**src/rtl/core/gmr_pkg.sv**
```systemverilog
package gmr_pkg;

    localparam int SIDE        = 5;
    localparam logic [2:0] SIDE_MAX = 3'd4;
    localparam int GLYPH_BITS  = 25;
    localparam int BIT_W       = 13;   // bit offset of a line, up to 255*25+20
    localparam int X_W         = 10;   // byte offset of a line
    localparam int M_W         = 8;    // reciprocal width
    localparam int RECIP_SHIFT = 10;
    localparam int P_W         = X_W + M_W;
    localparam int Q_W         = P_W - RECIP_SHIFT;

    localparam logic CMD_LOAD = 1'b0;
    localparam logic CMD_DRAW = 1'b1;

    localparam logic [1:0] CFG_ROTATION   = 2'd0;
    localparam logic [1:0] CFG_FIRST_CHAR = 2'd1;
    localparam logic [1:0] CFG_NUM_CHARS  = 2'd2;

    localparam logic [1:0] ROT_COLS_UP   = 2'd0;
    localparam logic [1:0] ROT_ROWS_FLIP = 2'd1;
    localparam logic [1:0] ROT_COLS_FLIP = 2'd2;
    localparam logic [1:0] ROT_ROWS      = 2'd3;

    typedef struct packed {
        logic [1:0] rotation;
        logic [6:0] first_char;
        logic [7:0] num_chars;
    } t_cfg;

    // item leaving the sequencer: one load or one cell of a draw
    typedef struct packed {
        logic        vld;
        logic        is_load;
        logic [8:0]  addr;
        logic [7:0]  data_b;
        logic [7:0]  glyph;
        logic        gok;
        logic [2:0]  row;
        logic [2:0]  col;
        logic [4:0]  sx;
        logic [4:0]  sy;
        logic [31:0] color;
        logic        last;
    } t_tok;

    typedef struct packed {
        logic        vld;
        logic        is_load;
        logic        wen;
        logic [8:0]  addr;
        logic [7:0]  data_b;
        logic        ok;
        logic [2:0]  f;
        logic [2:0]  scol;
        logic [2:0]  row;
        logic [2:0]  col;
        logic [31:0] color;
        logic        last;
    } t_cel;

    function automatic logic [4:0] cell_index(input logic [1:0] rot,
                                              input logic [2:0] row,
                                              input logic [2:0] col);
        logic [4:0] r5;
        logic [4:0] c5;
        logic [4:0] m5;
        logic [4:0] s5;
        logic [4:0] res;
        r5 = {2'b00, row};
        c5 = {2'b00, col};
        m5 = 5'd4;
        s5 = 5'd5;
        unique case (rot)
            ROT_COLS_UP:   res = c5 * s5 + (col[0] ? r5 : m5 - r5);
            ROT_ROWS_FLIP: res = (m5 - r5) * s5 + (row[0] ? c5 : m5 - c5);
            ROT_COLS_FLIP: res = (m5 - c5) * s5 + (col[0] ? m5 - r5 : r5);
            ROT_ROWS:      res = r5 * s5 + (row[0] ? m5 - c5 : c5);
            default:       res = r5 * s5 + (row[0] ? m5 - c5 : c5);
        endcase
        return res;
    endfunction

endpackage

```
**src/rtl/core/gmr_seq.sv**
```systemverilog
module gmr_seq (
    input  logic          i_clk,
    input  logic          i_rst_n,
    input  logic          i_adv,
    input  logic          i_s_vld,
    input  logic          i_cmd,
    input  logic [8:0]    i_addr,
    input  logic [7:0]    i_data_b,
    input  logic [7:0]    i_code,
    input  logic [31:0]   i_color,
    input  logic [4:0]    i_sx,
    input  logic [4:0]    i_sy,
    input  gmr_pkg::t_cfg i_cfg,
    output logic          o_ready,
    output gmr_pkg::t_tok o_tok
);
    import gmr_pkg::*;

    logic        r_busy, n_busy;
    logic [7:0]  r_glyph, n_glyph;
    logic        r_gok, n_gok;
    logic [31:0] r_color, n_color;
    logic [4:0]  r_sx, n_sx;
    logic [4:0]  r_sy, n_sy;
    logic [2:0]  r_row, n_row;
    logic [2:0]  r_col, n_col;
    t_tok        r_tok, n_tok;
    logic        w_accept;
    logic        w_cell_last;
    logic [7:0]  w_diff;
    logic        w_in_range;

    always_comb begin
        o_ready     = !r_busy && i_adv;
        w_accept    = i_s_vld && o_ready;
        w_diff      = i_code - {1'b0, i_cfg.first_char};
        w_in_range  = (i_code >= {1'b0, i_cfg.first_char}) && (w_diff < i_cfg.num_chars);
        w_cell_last = (r_row == SIDE_MAX) && (r_col == SIDE_MAX);

        n_busy  = r_busy;
        n_glyph = r_glyph;
        n_gok   = r_gok;
        n_color = r_color;
        n_sx    = r_sx;
        n_sy    = r_sy;
        n_row   = r_row;
        n_col   = r_col;
        n_tok   = r_tok;

        if (i_adv) begin
            n_tok = '0;
            if (r_busy) begin
                n_tok.vld   = 1'b1;
                n_tok.glyph = r_glyph;
                n_tok.gok   = r_gok;
                n_tok.row   = r_row;
                n_tok.col   = r_col;
                n_tok.sx    = r_sx;
                n_tok.sy    = r_sy;
                n_tok.color = r_color;
                n_tok.last  = w_cell_last;
                // advance across the row, then down
                if (r_col == SIDE_MAX) begin
                    n_col = '0;
                    n_row = r_row + 3'd1;
                end else begin
                    n_col = r_col + 3'd1;
                end
                if (w_cell_last) begin
                    n_busy = 1'b0;
                end
            end else if (w_accept && i_cmd == CMD_LOAD) begin
                n_tok.vld     = 1'b1;
                n_tok.is_load = 1'b1;
                n_tok.addr    = i_addr;
                n_tok.data_b  = i_data_b;
            end
        end

        if (w_accept && i_cmd == CMD_DRAW) begin
            n_busy  = 1'b1;
            n_row   = '0;
            n_col   = '0;
            n_glyph = w_diff;
            n_gok   = w_in_range;
            n_color = i_color;
            n_sx    = i_sx;
            n_sy    = i_sy;
        end
    end

    always_ff @(posedge i_clk) begin
        if (!i_rst_n) begin
            r_busy <= 1'b0;
            r_row  <= '0;
            r_col  <= '0;
            r_tok  <= '0;
        end else begin
            r_busy <= n_busy;
            r_row  <= n_row;
            r_col  <= n_col;
            r_tok  <= n_tok;
        end
    end

    always_ff @(posedge i_clk) begin
        r_glyph <= n_glyph;
        r_gok   <= n_gok;
        r_color <= n_color;
        r_sx    <= n_sx;
        r_sy    <= n_sy;
    end

    assign o_tok = r_tok;

`ifndef SYNTHESIS
    a_draw_starts: assert property (@(posedge i_clk) disable iff (!i_rst_n)
        (w_accept && i_cmd == CMD_DRAW) |=> (r_busy && r_row == '0 && r_col == '0))
        else $error("draw accepted but cell walk did not start at the top left");
    a_draw_ends: assert property (@(posedge i_clk) disable iff (!i_rst_n)
        (i_adv && r_busy && w_cell_last) |=> !r_busy)
        else $error("sequencer still busy after the last cell");
    a_no_take_busy: assert property (@(posedge i_clk) disable iff (!i_rst_n)
        r_busy |-> !o_ready)
        else $error("input ready while a draw is in progress");
    a_hold_stall: assert property (@(posedge i_clk) disable iff (!i_rst_n)
        !i_adv |=> $stable(r_tok))
        else $error("issued item changed during a stall");
`endif

endmodule

```
**config.mk**
```make
export PLATFORM = sky130hd
export DESIGN_NAME = gmr_seq
export DESIGN_NICKNAME = d
export VERILOG_FILES = /design/src/rtl/core/gmr_pkg.sv /design/src/rtl/core/gmr_seq.sv
export SDC_FILE = /design/constraint.sdc
export NUM_CORES = 1
export LEC_CHECK = 0
export ABC_AREA = 1
export BUFFER_PORTS_ARGS = -buffer_cell sky130_fd_sc_hd__buf_2
export CAP_MARGIN = 20
export CELL_PAD_IN_SITES_DETAIL_PLACEMENT = 1
export CELL_PAD_IN_SITES_GLOBAL_PLACEMENT = 1
export CORE_ASPECT_RATIO = 1.25
export CORE_MARGIN = 8
export CORE_UTILIZATION = 37
export CTS_BUF_LIST = sky130_fd_sc_hd__clkbuf_4 sky130_fd_sc_hd__clkbuf_8 sky130_fd_sc_hd__clkbuf_16
export DETAILED_ROUTE_END_ITERATION = 6
export PLACE_DENSITY_LB_ADDON = 0.3
export SLEW_MARGIN = 20
export SYNTH_ARGS = -nofsm -noshare
export SYNTH_HDL_FRONTEND = slang
export SYNTH_SLANG_ARGS = --single-unit
```
**constraint.sdc**
```tcl
create_clock -name i_clk -period 2.9 [get_ports i_clk]
set_input_delay 0.145 -clock i_clk [delete_from_list [all_inputs] [get_ports i_clk]]
set_output_delay 0.145 -clock i_clk [all_outputs]
set_load 0.01 [all_outputs]
```
### Yosys cells after proc, flatten, opt, wreduce, memory -nomap -nowiden

Cells that the tools add are included.

* add/sub/neg operators: 3
* $lt $le $gt $ge: 2
* eq/ne operators: 2
* muxes and demuxes: 9
* bitwise logic cells: 2
* reduce and logical (&&, ||, !) cells: 11

Operators with widths (number)
* $mux W58: 1
* $mux W19: 1
* $mux W18: 1
* $ge A8 B7 Y1: 1
* $lt A8 B8 Y1: 1
* $sub A8 B7 Y8: 1
* $add A3 B1 Y3 const B: 2
* $eq A3 B3 Y1 const B: 2
* $logic_and A1 B1 Y1: 6
* $mux W1: 5
* $mux W3: 1
* $reduce_and A3 Y1: 1
* $not A1 Y1: 2
* $reduce_and A2 Y1: 1
* $reduce_bool A2 Y1: 1
* $reduce_or A2 Y1: 1
* $logic_not A1 Y1: 1

* register bits after elaboration: 135
* input port bits: 89
* output and inout port bits: 78
* word-level logic and storage cells: 49

### Depth between registers and ports, before layout

Gate-level depths: netlist of the first run.

* depth in word-level cells: 6
* depth in mapped cells: 16
* gate-level depth less buffers: 16

### Worst setup path after synthesis of the first run

Ideal clock, no wire load.

* path type: register -> register
* from: reg r_busy
* to: reg r_color[0] (enable)
* setup time: 405 ps
* arrival: 1656 ps
* required time: 2495 ps
* slack: 839 ps
* cell stages (with the launch flop): 4
* buffers on the path: 0
* period minus slack after synthesis: 2061 ps
* cells stage by stage: dfxtp_1 nor2_4 nand3_1 inv_1

* longest elaborated chain between the ends: 4

RTL lines
* start: declaration: RTL line gmr_seq.sv:19 `logic r_busy, n_busy;`
* start signal: assignment: RTL line gmr_seq.sv:99 `r_busy <= n_busy;`
* $logic_not A1 Y1: RTL line gmr_seq.sv:34 `o_ready = !r_busy && i_adv;`
* $logic_and A1 B1 Y1: RTL line gmr_seq.sv:34
* via o_ready: RTL line gmr_seq.sv:14 `output logic o_ready,`
* $logic_and A1 B1 Y1: RTL line gmr_seq.sv:35 `w_accept = i_s_vld && o_ready;`
* $logic_and A1 B1 Y1: RTL line gmr_seq.sv:80 `if (w_accept && i_cmd == CMD_DRAW) begin`
* end signal: assignment: RTL line gmr_seq.sv:109 `r_color <= n_color;`
* end: declaration: RTL line gmr_seq.sv:22 `logic [31:0] r_color, n_color;`

The timed path passes the listed nets, and every way through them passes these cells.
A chain may end at the register's enable or synchronous reset.

### Worst setup path in the final report of the first run

* from: in i_code[0]
* to: reg r_gok, data pin

* longest elaborated chain between the ends: 3
* elaborated cells between the ends (all ways): 4
* classes of those cells: add/sub (1); order compare (2); reduce/logical (1)

RTL lines
* start: declaration: RTL line gmr_seq.sv:9 `input logic [7:0] i_code,`
* $sub A8 B7 Y8: RTL line gmr_seq.sv:36 `w_diff = i_code - {1'b0, i_cfg.first_char};`
* via w_diff[6]: RTL line gmr_seq.sv:30 `logic [7:0] w_diff;`
* $lt A8 B8 Y1: RTL line gmr_seq.sv:37 `w_in_range = (i_code >= {1'b0, i_cfg.first_char}) && (w_diff < i_cfg.num_chars);`
* $logic_and A1 B1 Y1: RTL line gmr_seq.sv:37
* via w_in_range: RTL line gmr_seq.sv:31 `logic w_in_range;`
* end signal: assignment: RTL line gmr_seq.sv:108 `r_gok <= n_gok;`
* end: declaration: RTL line gmr_seq.sv:21 `logic r_gok, n_gok;`

The timed path passes the listed nets, and every way through them passes these cells.

==> reports/qor.yml, run 1 <==
outcome:
  outcome: "finished, final reports clean"
routing:
  routedWlPerCell_um: 16.1
  wirelength_mm: 15.2
  num_vias: 4511
  viasPerCell: 4.76
  wl_met2_mm: 7.96
  firstDrtPassIters: 5
  ant_nets: 0
  drcViolationCount: 0
  highest_layer: "met4"
  first_iter_violations: 184
  drt-met1-wl_mm: 6.08
  dr_wl_met3_um: 951
floorplanning:
  coreArea_um2: 13600
  fp.dieW_um: 121
  rows: 48
  io_pins: 167
  dieArea_um2: 17800
  die_y_um: 147
  initial_utilization: 0.373
pwr:
  power.switching_w: 0.00105
  p_leak_nw: 3.15
  seq_power_share: 0.440
  power_w: 0.00462
  clockPowerShare: 0.476
  cell_internal_pwr_w: 0.00356
  powerDensity_nw_per_um2: 635
  swShare: 0.228
  p_comb_frac: 0.084
  ir_drop_uv: 251
sta:
  period_share: 0.627
  fin_setup_tns_ns: 0
  drv_slew: 0
  fin_skew_ns: 0.0145
  setup_viol: 0
  slew_headroom: 0.437
  hold_viol_final: 0
  period_minus_slack_ns: 1.82
  rsz0062_at_grt: "false"
  max_slew.worst_pin.slew_ns: 0.843
  fmax_ghz: 0.550
placement:
  dpl.hpwl_mm: 10.3
  io_buffer_count: 164
  gp_congestion: 0.792
  placed_cell_area_um2: 6070
cts:
  numCtsBuffers: 17
  root_buffer: "clkbuf_16"
  cts_max_level: 4
  insertion_delay_ns: 0.41
  cts_tree: "yes"
  cts.clk_slew.worst_paths_ns: 0.06
  clk_path_buf_depth: 2
  clock-sinks: 135
worst_setup_path:
  cp_cell_sequence: "buf_2 > inv_1 > ha_1 > inv_1 > fa_1 > nand2_1 > nand2_1 > nand4_1 > nand2_1 > nand2_1 > nand2_1 > ha_1 > nand2_1 > o21a_1 > nand2_1 > nor2_1"
  worst-setup-path-type: "in -> reg"
  startpoint_type: "input pin"
  critical_path_peak_fanout: 2
  cpMostUsedCell: "nand2_1"
  cpPeakStageDelay_ns: 0.40
  required_ns: 3.06
  crit_path_end_kind: "flop"
  reg2reg_depth: 4
  arrival_ns: 1.98
  cpMaxStageDelayCell: "fa_1"
layout:
  final_layout_size_suffix_gt1_frac: 0.270
  diodes: 0
  nets: 868
  fill_cells: 1573
  syn2layout_area_growth_pct: 42.8
  postLayoutCellArea_um2: 7270
grt:
  grt_pass1_vias: 4972
  grt_pass1_wl_mm: 24.3
  grt_usage: 0.171
  antenna_found_initial: 0
  grt_max_degree: 77
  grt_overflow: 0
synth:
  yosysSeqAreaShare: 0.631
  synth_cells: 535
  ys_warn_count: 0
  syn-cell-area_um2: 5090
  avgSynthCellArea_um2: 9.51
  syn_nets: 643
  ys_top_cells_by_area: "dfxtp_1, edfxtp_1, nand2_1"
  synthDistinctLibCells: 26
  synth_top_area_share: 0.330
  synth-seq-cells: 135
  yosysTopAreaCell: "dfxtp_1"
min_path:
  min_path_cells: 3
  hold_path_class: "in -> reg"
job:
  maxCapViolCount: 0
[cells in the final DEF, fill, tap and decap left out, types with 2 or more instances in the layout]
master,n
inv_6,4
inv_2,4
clkinv_4,2
nor3_1,2
dlygate4sd3_1,59
inv_1,36
buf_2,164
edfxtp_1,51
nand4_1,2
clkinv_2,2
clkinvlp_4,2
dfxtp_1,84
buf_4,5
nor2_4,2
bufinv_16,3
ha_1,18
clkbuf_16,17
xor2_1,2
a21oi_1,88
nand2_1,197
nand3_1,9
nor2_1,9
[sequential cells by signal, indices dropped and copies added, names as in the netlist, 3 cells and up]
signal   cells
r_color     32
r_glyph      8
r_row        3
r_col        3
o_tok       77
r_sy         5
r_sx         5
[cell families after synthesis]
group / share of synthesized area
AO/OA/AOI/OAI: 0.0902
XOR/XNOR: 0.00516
adder cells (fa/ha/maj): 0.0482
buffers and inverters: 0.0516
flip-flops: 0.631
AND/OR/NAND/NOR: 0.174
[power groups by stage]
| stage | Combinational [W] | Sequential [W] | Clock [W] |
|---|---|---|---|
| floorplan | 0.000178 | 0.00208 | 0 |
| global placement | 0.000310 | 0.00207 | 0 |
| detailed placement | 0.000325 | 0.00207 | 0 |
| CTS | 0.000391 | 0.00203 | 0.00225 |
| global route | 0.000434 | 0.00204 | 0.00233 |
| finish | 0.000387 | 0.00203 | 0.00220 |
[metrics by stage]
step | util | hold WS, ns | std cells | worst slack [ns]
after CTS | 0.533 | 0.0228 | 948 | 1.09
after floorplan | - | 0.244 | 535 | 0.839
after global routing | 0.533 | 0.0522 | 948 | 0.954
after global placement | 0.446 | 0.321 | 857 | 0.706
final | 0.533 | 0.0411 | 948 | 1.08
after detailed placement | 0.446 | 0.324 | 857 | 0.667
[layer usage]
layer,global-route usage,vias up
met5,0,-
li1,-,2192
met2,0.310,127
met4,0.0657,0
met3,0.0438,17
met1,0.185,2175
[area by class of cell]
type                            instances  area [um2]  area share
Clock buffer                           18         433      0.0596
Clock inverter                         14         171      0.0236
Inverter                               40         150      0.0207
Multi-Input combinational cell        337        1610       0.222
Sequential cell                       135        3210       0.442
Tap cell                              175         219      0.0301
Timing Repair Buffer                  229        1470       0.202
[Yosys cell counts]
master / instances
clkbuf_1: 7
o22ai_1: 1
inv_1: 37
buf_2: 9
nand2_1: 197
o21ai_0: 1
buf_1: 4
nor3b_1: 1
o21a_1: 1
edfxtp_1: 51
ha_1: 18
fa_1: 1
dfxtp_1: 84
nor2_1: 9
nor2_4: 2
buf_6: 1
xnor2_1: 1
buf_4: 2
or2_2: 1
nor3_1: 2
nand4_1: 2
xor2_1: 2
inv_2: 3
nand3_1: 9
nand2_2: 1
a21oi_1: 88
[worst max-delay path, delay by kind of cell]
kind	cells	cell delay (ns)
buf+inv	3	0.19
fa+ha+maj	3	0.81
simple gates	9	0.65
compound gates	1	0.18
[what timing repair did]
| item | CTS | global route |
|---|---|---|
| hold buffers | 59 | 0 |
| setup endpoints to repair | 0 | 0 |
| endpoints found under the hold margin | 59 | 0 |
| buffers inserted | 0 | 0 |
| gates resized for setup | 0 | 0 |
[worst paths after layout]
kind	slack (ns)	start	endpoint
worst max-delay path	1.08	i_code[0]	r_gok
worst max register to register	1.13	r_busy	r_color[9]
worst min register to register	0.46	o_tok[40]	o_tok[40]
worst min-delay path	0.04	i_rst_n	o_tok[76]
(Power assumes the default switching activity.)
==> run 2, diff against run 1 <==
Clock period 2.9 ns to 1.9 ns, I/O delays scaled along.
==> run 2 against run 1 <==
  * Non-clock buffer count grew 11
  * Via count grew 1.4%
  * Critical path depth is the same
  * Combinational power grew 64%
  * Sequential cell count is the same
  * Wire length grew 2.2%
  * Clock skew shrank 0.0075 ns
  * Power grew 49%
  * Worst hold slack lost 0.0085 ns
  * Critical path type unchanged
==> reports/qor.yml, run 2 (synthesized netlist as in run 1, its figures left out) <==
worst_setup_path:
  cpMostUsedCell: "nand2_1"
  critical_path_peak_fanout: 2  # unchanged
  worst-setup-path-type: "in -> reg"
  cpPeakStageDelay_ns: 0.39  # about the same
  crit_path_end_kind: "flop"
  cpMaxStageDelayCell: "fa_1"
  required_ns: 2.06  # -1.00 ns
  arrival_ns: 1.88  # -0.10 ns
  cp_cell_sequence: "buf_2 > inv_1 > ha_1 > inv_1 > fa_1 > nand2_1 > nand2_1 > nand4_1 > nand2_1 > nand2_1 > nand2_1 > ha_1 > nand2_1 > o21a_1 > nand2_1 > nor2_1"
  startpoint_type: "input pin"
grt:
  grt_overflow: 0  # unchanged
  grt_pass1_wl_mm: 25.0  # +2.9%
  grt_pass1_vias: 5021  # +0.99%
  antenna_found_initial: 0  # unchanged
  grt_usage: 0.178  # +0.00680
  grt_max_degree: 77  # unchanged
floorplanning:
  die_y_um: 147  # unchanged
  io_pins: 167  # unchanged
  fp.dieW_um: 121  # unchanged
  dieArea_um2: 17800  # unchanged
  initial_utilization: 0.373  # unchanged
  coreArea_um2: 13600  # unchanged
  rows: 48  # unchanged
layout:
  final_common_cell: "nand2_1"
  mostFrequentLayoutCells: "nand2_1, buf_2, a21oi_1"
  diodes: 0  # unchanged
  final_cells: 959  # +1.2%
  syn2layout_area_growth_pct: 44.5
  nets: 879  # +1.3%
  final_layout_size_suffix_gt1_frac: 0.281  # +0.0102
  largest_register_ffs: 77  # unchanged
routing:
  first_iter_violations: 289  # +57%
  num_vias: 4573  # +1.4%
  drcViolationCount: 0  # unchanged
  firstDrtPassIters: 4  # -1
  ant_nets: 0  # unchanged
  routedWlPerCell_um: 16.3  # +1.0%
  viasPerCell: 4.77  # +0.21%
  wirelength_mm: 15.6  # +2.2%
placement:
  io_buffer_count: 164  # unchanged
  dpl.hpwl_mm: 10.5  # +2.3%
  dp_cells: 867  # +1.2%
  gp_congestion: 0.798  # +0.77%
sta:
  fmax_ghz: 0.581
  period_minus_slack_ns: 1.72
  fin_skew_ns: 0.00699  # -0.00754 ns
  hold_viol_final: 0  # unchanged
  period_share: 0.906
  drv_slew: 0  # unchanged
  max_slew.worst_pin.slew_ns: 0.806  # -0.0370 ns
  fin_setup_tns_ns: 0  # unchanged
  rsz0062_at_grt: "false"
  setup_viol: 0  # unchanged
  slew_headroom: 0.463  # +0.0255
cts:
  cts.clk_slew.worst_paths_ns: 0.06  # about the same
  numCtsBuffers: 17  # unchanged
  clock-sinks: 135  # unchanged
  cts-resized-gates: 0  # unchanged
  root_buffer: "clkbuf_16"
  cts_tree: "yes"
  cts_hold_buf: 60  # +1.7%
  cts_setup_buffers: 0  # unchanged
  insertion_delay_ns: 0.41  # about the same
  cts_max_level: 4  # unchanged
  clk_path_buf_depth: 2  # unchanged
pwr:
  power_w: 0.00690  # +49%
  ir_drop_uv: 464  # +85%
  p_leak_nw: 3.20  # +1.6%
  powerDensity_nw_per_um2: 938  # +48%
job:
  maxCapViolCount: 0  # unchanged
outcome:
  outcome: "finished, final reports clean"
min_path:
  hold_path_class: "in -> reg"
-- run 2: changes by cell type in the layout (fill, tap and decap cells not counted), sizes merged --
| cell | change |
|---|---|
| bufinv | -2 |
| buf | +10 |
| clkinv | +2 |
| clkinvlp | -1 |
| dlygate4sd3 | +1 |
| clkbuf | +1 |
-- run 2: worst max-delay path, delay by kind of cell --
kind / cells / cell delay (ns)
AND/OR/NAND/NOR: 9 / 0.59
adder cells (fa/ha/maj): 3 / 0.80
buffers and inverters: 3 / 0.20
AO/OA/AOI/OAI: 1 / 0.19
-- run 2: routing by layer --
layer / up-vias / wire (um) / global-route usage
met1: 2209 / 6110 / 0.190
met5: - / 0 / 0
met2: 131 / 8250 / 0.320
li1: 2213 / - / -
met4: 0 / 286 / 0.0714
met3: 20 / 934 / 0.0499
-- run 2: final cells by class --
class                   instances  area [um2]
fillers                      1565        6280
repair buffers                240        1580
clock inverters                13         119
well taps                     175         219
clock buffers                  19         458
flip-flops and latches        135        3210
inverters                      40         154
multi-input cells             337        1610
-- run 2: worst paths after layout --
check	end	depth (start not counted)	slack (ns)	startpoint
max	r_gok	16	0.18	i_code[0]
min	r_busy	4	0.03	i_adv
max reg2reg	r_color[5]	4	0.39	r_busy
min reg2reg	o_tok[60]	2	0.46	o_tok[60]
-- run 2: where the power goes --
group / switching, W / internal (W) / leakage, nW
Combinational: 0.000331 / 0.000303 / 1.76
Clock: 0.00126 / 0.00191 / 0.293
Sequential: 0.0000246 / 0.00308 / 1.15
Total: 0.00161 / 0.00529 / 3.20
-- run 2: stage by stage --
step | hold WS (ns) | setup WS (ns) | instance area (um2) | util
floorplan | 0.194 | 0.0184 | 5090 | -
global placement | 0.272 | -0.177 | 6180 | 0.453
detailed placement | 0.273 | -0.246 | 6180 | 0.453
CTS | 0.0118 | 0.187 | 7360 | 0.540
global route | 0.0875 | 0.0682 | 7360 | 0.540
finish | 0.0326 | 0.179 | 7360 | 0.540
==> run 3, diff against run 2 <==
Settings changed: CELL_PAD_IN_SITES_DETAIL_PLACEMENT 1 to 0, CORE_ASPECT_RATIO 1.25 to default.
==> run 3 against run 2 <==
  * Combinational power is 5.8% lower
  * Register-to-register slack hardly changed
  * Critical path depth stayed put
  * Sequential cell count stayed put
  * Via count is 7.0% lower
  * Count of clock-buffer cells in the layout is 1 lower
  * First-iteration DRC count is 39% lower
  * Die area is 0.13% lower
  * Wire length is 19% lower
  * Cell count is 0.31% higher
  * Sequential power hardly changed
  * Largest cell class unchanged
  * Highest routed layer unchanged
==> reports/qor.yml, run 3 (synthesized netlist as in run 1, its figures left out) <==
worst_setup_path:
  worst-setup-path-type: "in -> reg"
  critical_path_peak_fanout: 2  # unchanged
  reg2reg_from: "r_busy"
  crit_path_end_kind: "flop"
  regToRegSetupSlack_ns: 0.40  # about the same
  r2r_end: "r_color[29]"
  required_ns: 2.06  # about the same
  cpMostUsedCell: "nand2_1"
  cpPeakStageDelay_ns: 0.39  # about the same
  startpoint_type: "input pin"
  cp_cell_sequence: "buf_2 > inv_1 > ha_1 > inv_1 > fa_1 > nand2_1 > nand2_1 > nand4_1 > nand2_1 > nand2_1 > nand2_1 > ha_1 > nand2_1 > o21a_1 > nand2_1 > nor2_1"
  arrival_ns: 1.87  # about the same
  reg2reg_depth: 4  # unchanged
  cpMaxStageDelayCell: "fa_1"
floorplanning:
  io_pins: 167  # unchanged
  coreArea_um2: 13700  # +0.24%
  rows: 43  # -10%
  initial_utilization: 0.372  # -0.000889
  dieArea_um2: 17800  # -0.13%
  die_y_um: 133  # -9.4%
  fp.dieW_um: 133  # +10%
placement:
  dp_cells: 870  # +0.35%
  io_buffer_count: 164  # unchanged
  gp_congestion: 0.761  # -4.6%
  dpl.hpwl_mm: 8.74  # -17%
  placed_cell_area_um2: 6160  # -0.34%
job:
  maxCapViolCount: 0  # unchanged
routing:
  drcViolationCount: 0  # unchanged
  firstDrtPassIters: 4  # unchanged
  num_vias: 4254  # -7.0%
  viasPerCell: 4.42  # -7.3%
  first_iter_violations: 177  # -39%
  ant_nets: 0  # unchanged
  routedWlPerCell_um: 13.2  # -19%
  wirelength_mm: 12.7  # -19%
layout:
  nets: 877  # -0.23%
  mostFrequentLayoutCells: "nand2_1, buf_2, a21oi_1"
  final_cells: 962  # +0.31%
  largest_register_ffs: 77  # unchanged
  postLayoutCellArea_um2: 7330  # -0.41%
  diodes: 0  # unchanged
  fill_cells: 1260  # -19%
  syn2layout_area_growth_pct: 43.9
  final_layout_size_suffix_gt1_frac: 0.276  # -0.00440
  final_common_cell: "nand2_1"
cts:
  clk_path_buf_depth: 2  # unchanged
  cts_hold_buf: 60  # unchanged
  cts_setup_buffers: 0  # unchanged
  cts-resized-gates: 0  # unchanged
  clock-sinks: 135  # unchanged
  numCtsBuffers: 17  # unchanged
  root_buffer: "clkbuf_16"
  cts.clk_slew.worst_paths_ns: 0.05  # about the same
  cts_tree: "yes"
  cts_max_level: 4  # unchanged
  insertion_delay_ns: 0.40  # about the same
grt:
  grt_max_degree: 77  # unchanged
  grt_pass1_vias: 4380  # -13%
  grt_pass1_wl_mm: 21.2  # -15%
  antenna_found_initial: 0  # unchanged
  grt_usage: 0.148  # -0.0302
  grt_overflow: 0  # unchanged
sta:
  rsz0062_at_grt: "false"
  slew_headroom: 0.468  # +0.00482
  period_minus_slack_ns: 1.71  # -0.0125 ns
  max_slew.worst_pin.slew_ns: 0.799  # -0.00723 ns
  setup_viol: 0  # unchanged
  drv_slew: 0  # unchanged
  period_share: 0.899  # -0.00657
  hold_viol_final: 0  # unchanged
  fmax_ghz: 0.585  # +0.73%
  holdWs_ns: 0.0340  # +0.00147 ns
  fin_skew_ns: 0.00513  # -0.00187 ns
min_path:
  min_path_cells: 4  # unchanged
  hold_path_class: "in -> reg"
  hold_end: "r_busy"
  hp-start: "i_adv"
pwr:
  powerDensity_nw_per_um2: 927  # -1.2%
  ir_drop_uv: 569  # +23%
  p_leak_nw: 3.16  # -1.4%
outcome:
  outcome: "finished, final reports clean"
[run 3: final cells by class]
| class | instances | area, um2 | area share |
|---|---|---|---|
| clock buffer | 18 | 433 | 0.0591 |
| clock inverter | 14 | 135 | 0.0184 |
| inverter | 40 | 154 | 0.0210 |
| multi-input combinational | 337 | 1610 | 0.220 |
| sequential | 135 | 3210 | 0.439 |
| tap | 180 | 225 | 0.0307 |
| timing repair buffer | 238 | 1550 | 0.212 |
[run 3: worst max path at each step]
stage,start,endpoint,slack [ns],depth (start not counted)
after floorplan,i_code[0],r_gok,0.02,15
after global placement,i_code[0],r_gok,-0.16,16
after detailed placement,i_code[0],r_gok,-0.23,16
after CTS,i_code[0],r_gok,0.20,16
after global routing,i_code[0],r_gok,0.04,17
final,i_code[0],r_gok,0.19,16
[run 3: metrics by stage]
stage                     total power, W  setup TNS, ns  setup WS, ns  utilization
after floorplan                  0.00345              0        0.0184            -
after global placement           0.00366         -0.162        -0.162        0.451
after detailed placement         0.00367         -0.229        -0.229        0.451
after CTS                        0.00689              0         0.198        0.536
after global routing             0.00711              0        0.0383        0.536
final                            0.00679              0         0.191        0.536
[run 3: critical path, delay by kind of cell]
family	cells	cell delay, ns
and+or+nand+nor	9	0.57
adders and majority gates	3	0.81
AOI/OAI and AO/OA	1	0.18
buffers and inverters	3	0.20
[run 3: report_power, final]
| part | switching [W] | leakage (nW) | internal, W |
|---|---|---|---|
| logic | 0.000306 | 1.75 | 0.000291 |
| clock network | 0.00117 | 0.258 | 0.00192 |
| registers | 0.0000223 | 1.15 | 0.00308 |
[run 3: per-layer routing]
layer,wire length [um],track usage,part of all wire,up-vias
met5,0,0,0,-
met4,177,0.0549,0.014,0
met3,908,0.0640,0.071,11
met2,6210,0.249,0.49,115
met1,5400,0.162,0.43,1913
li1,-,-,-,2215
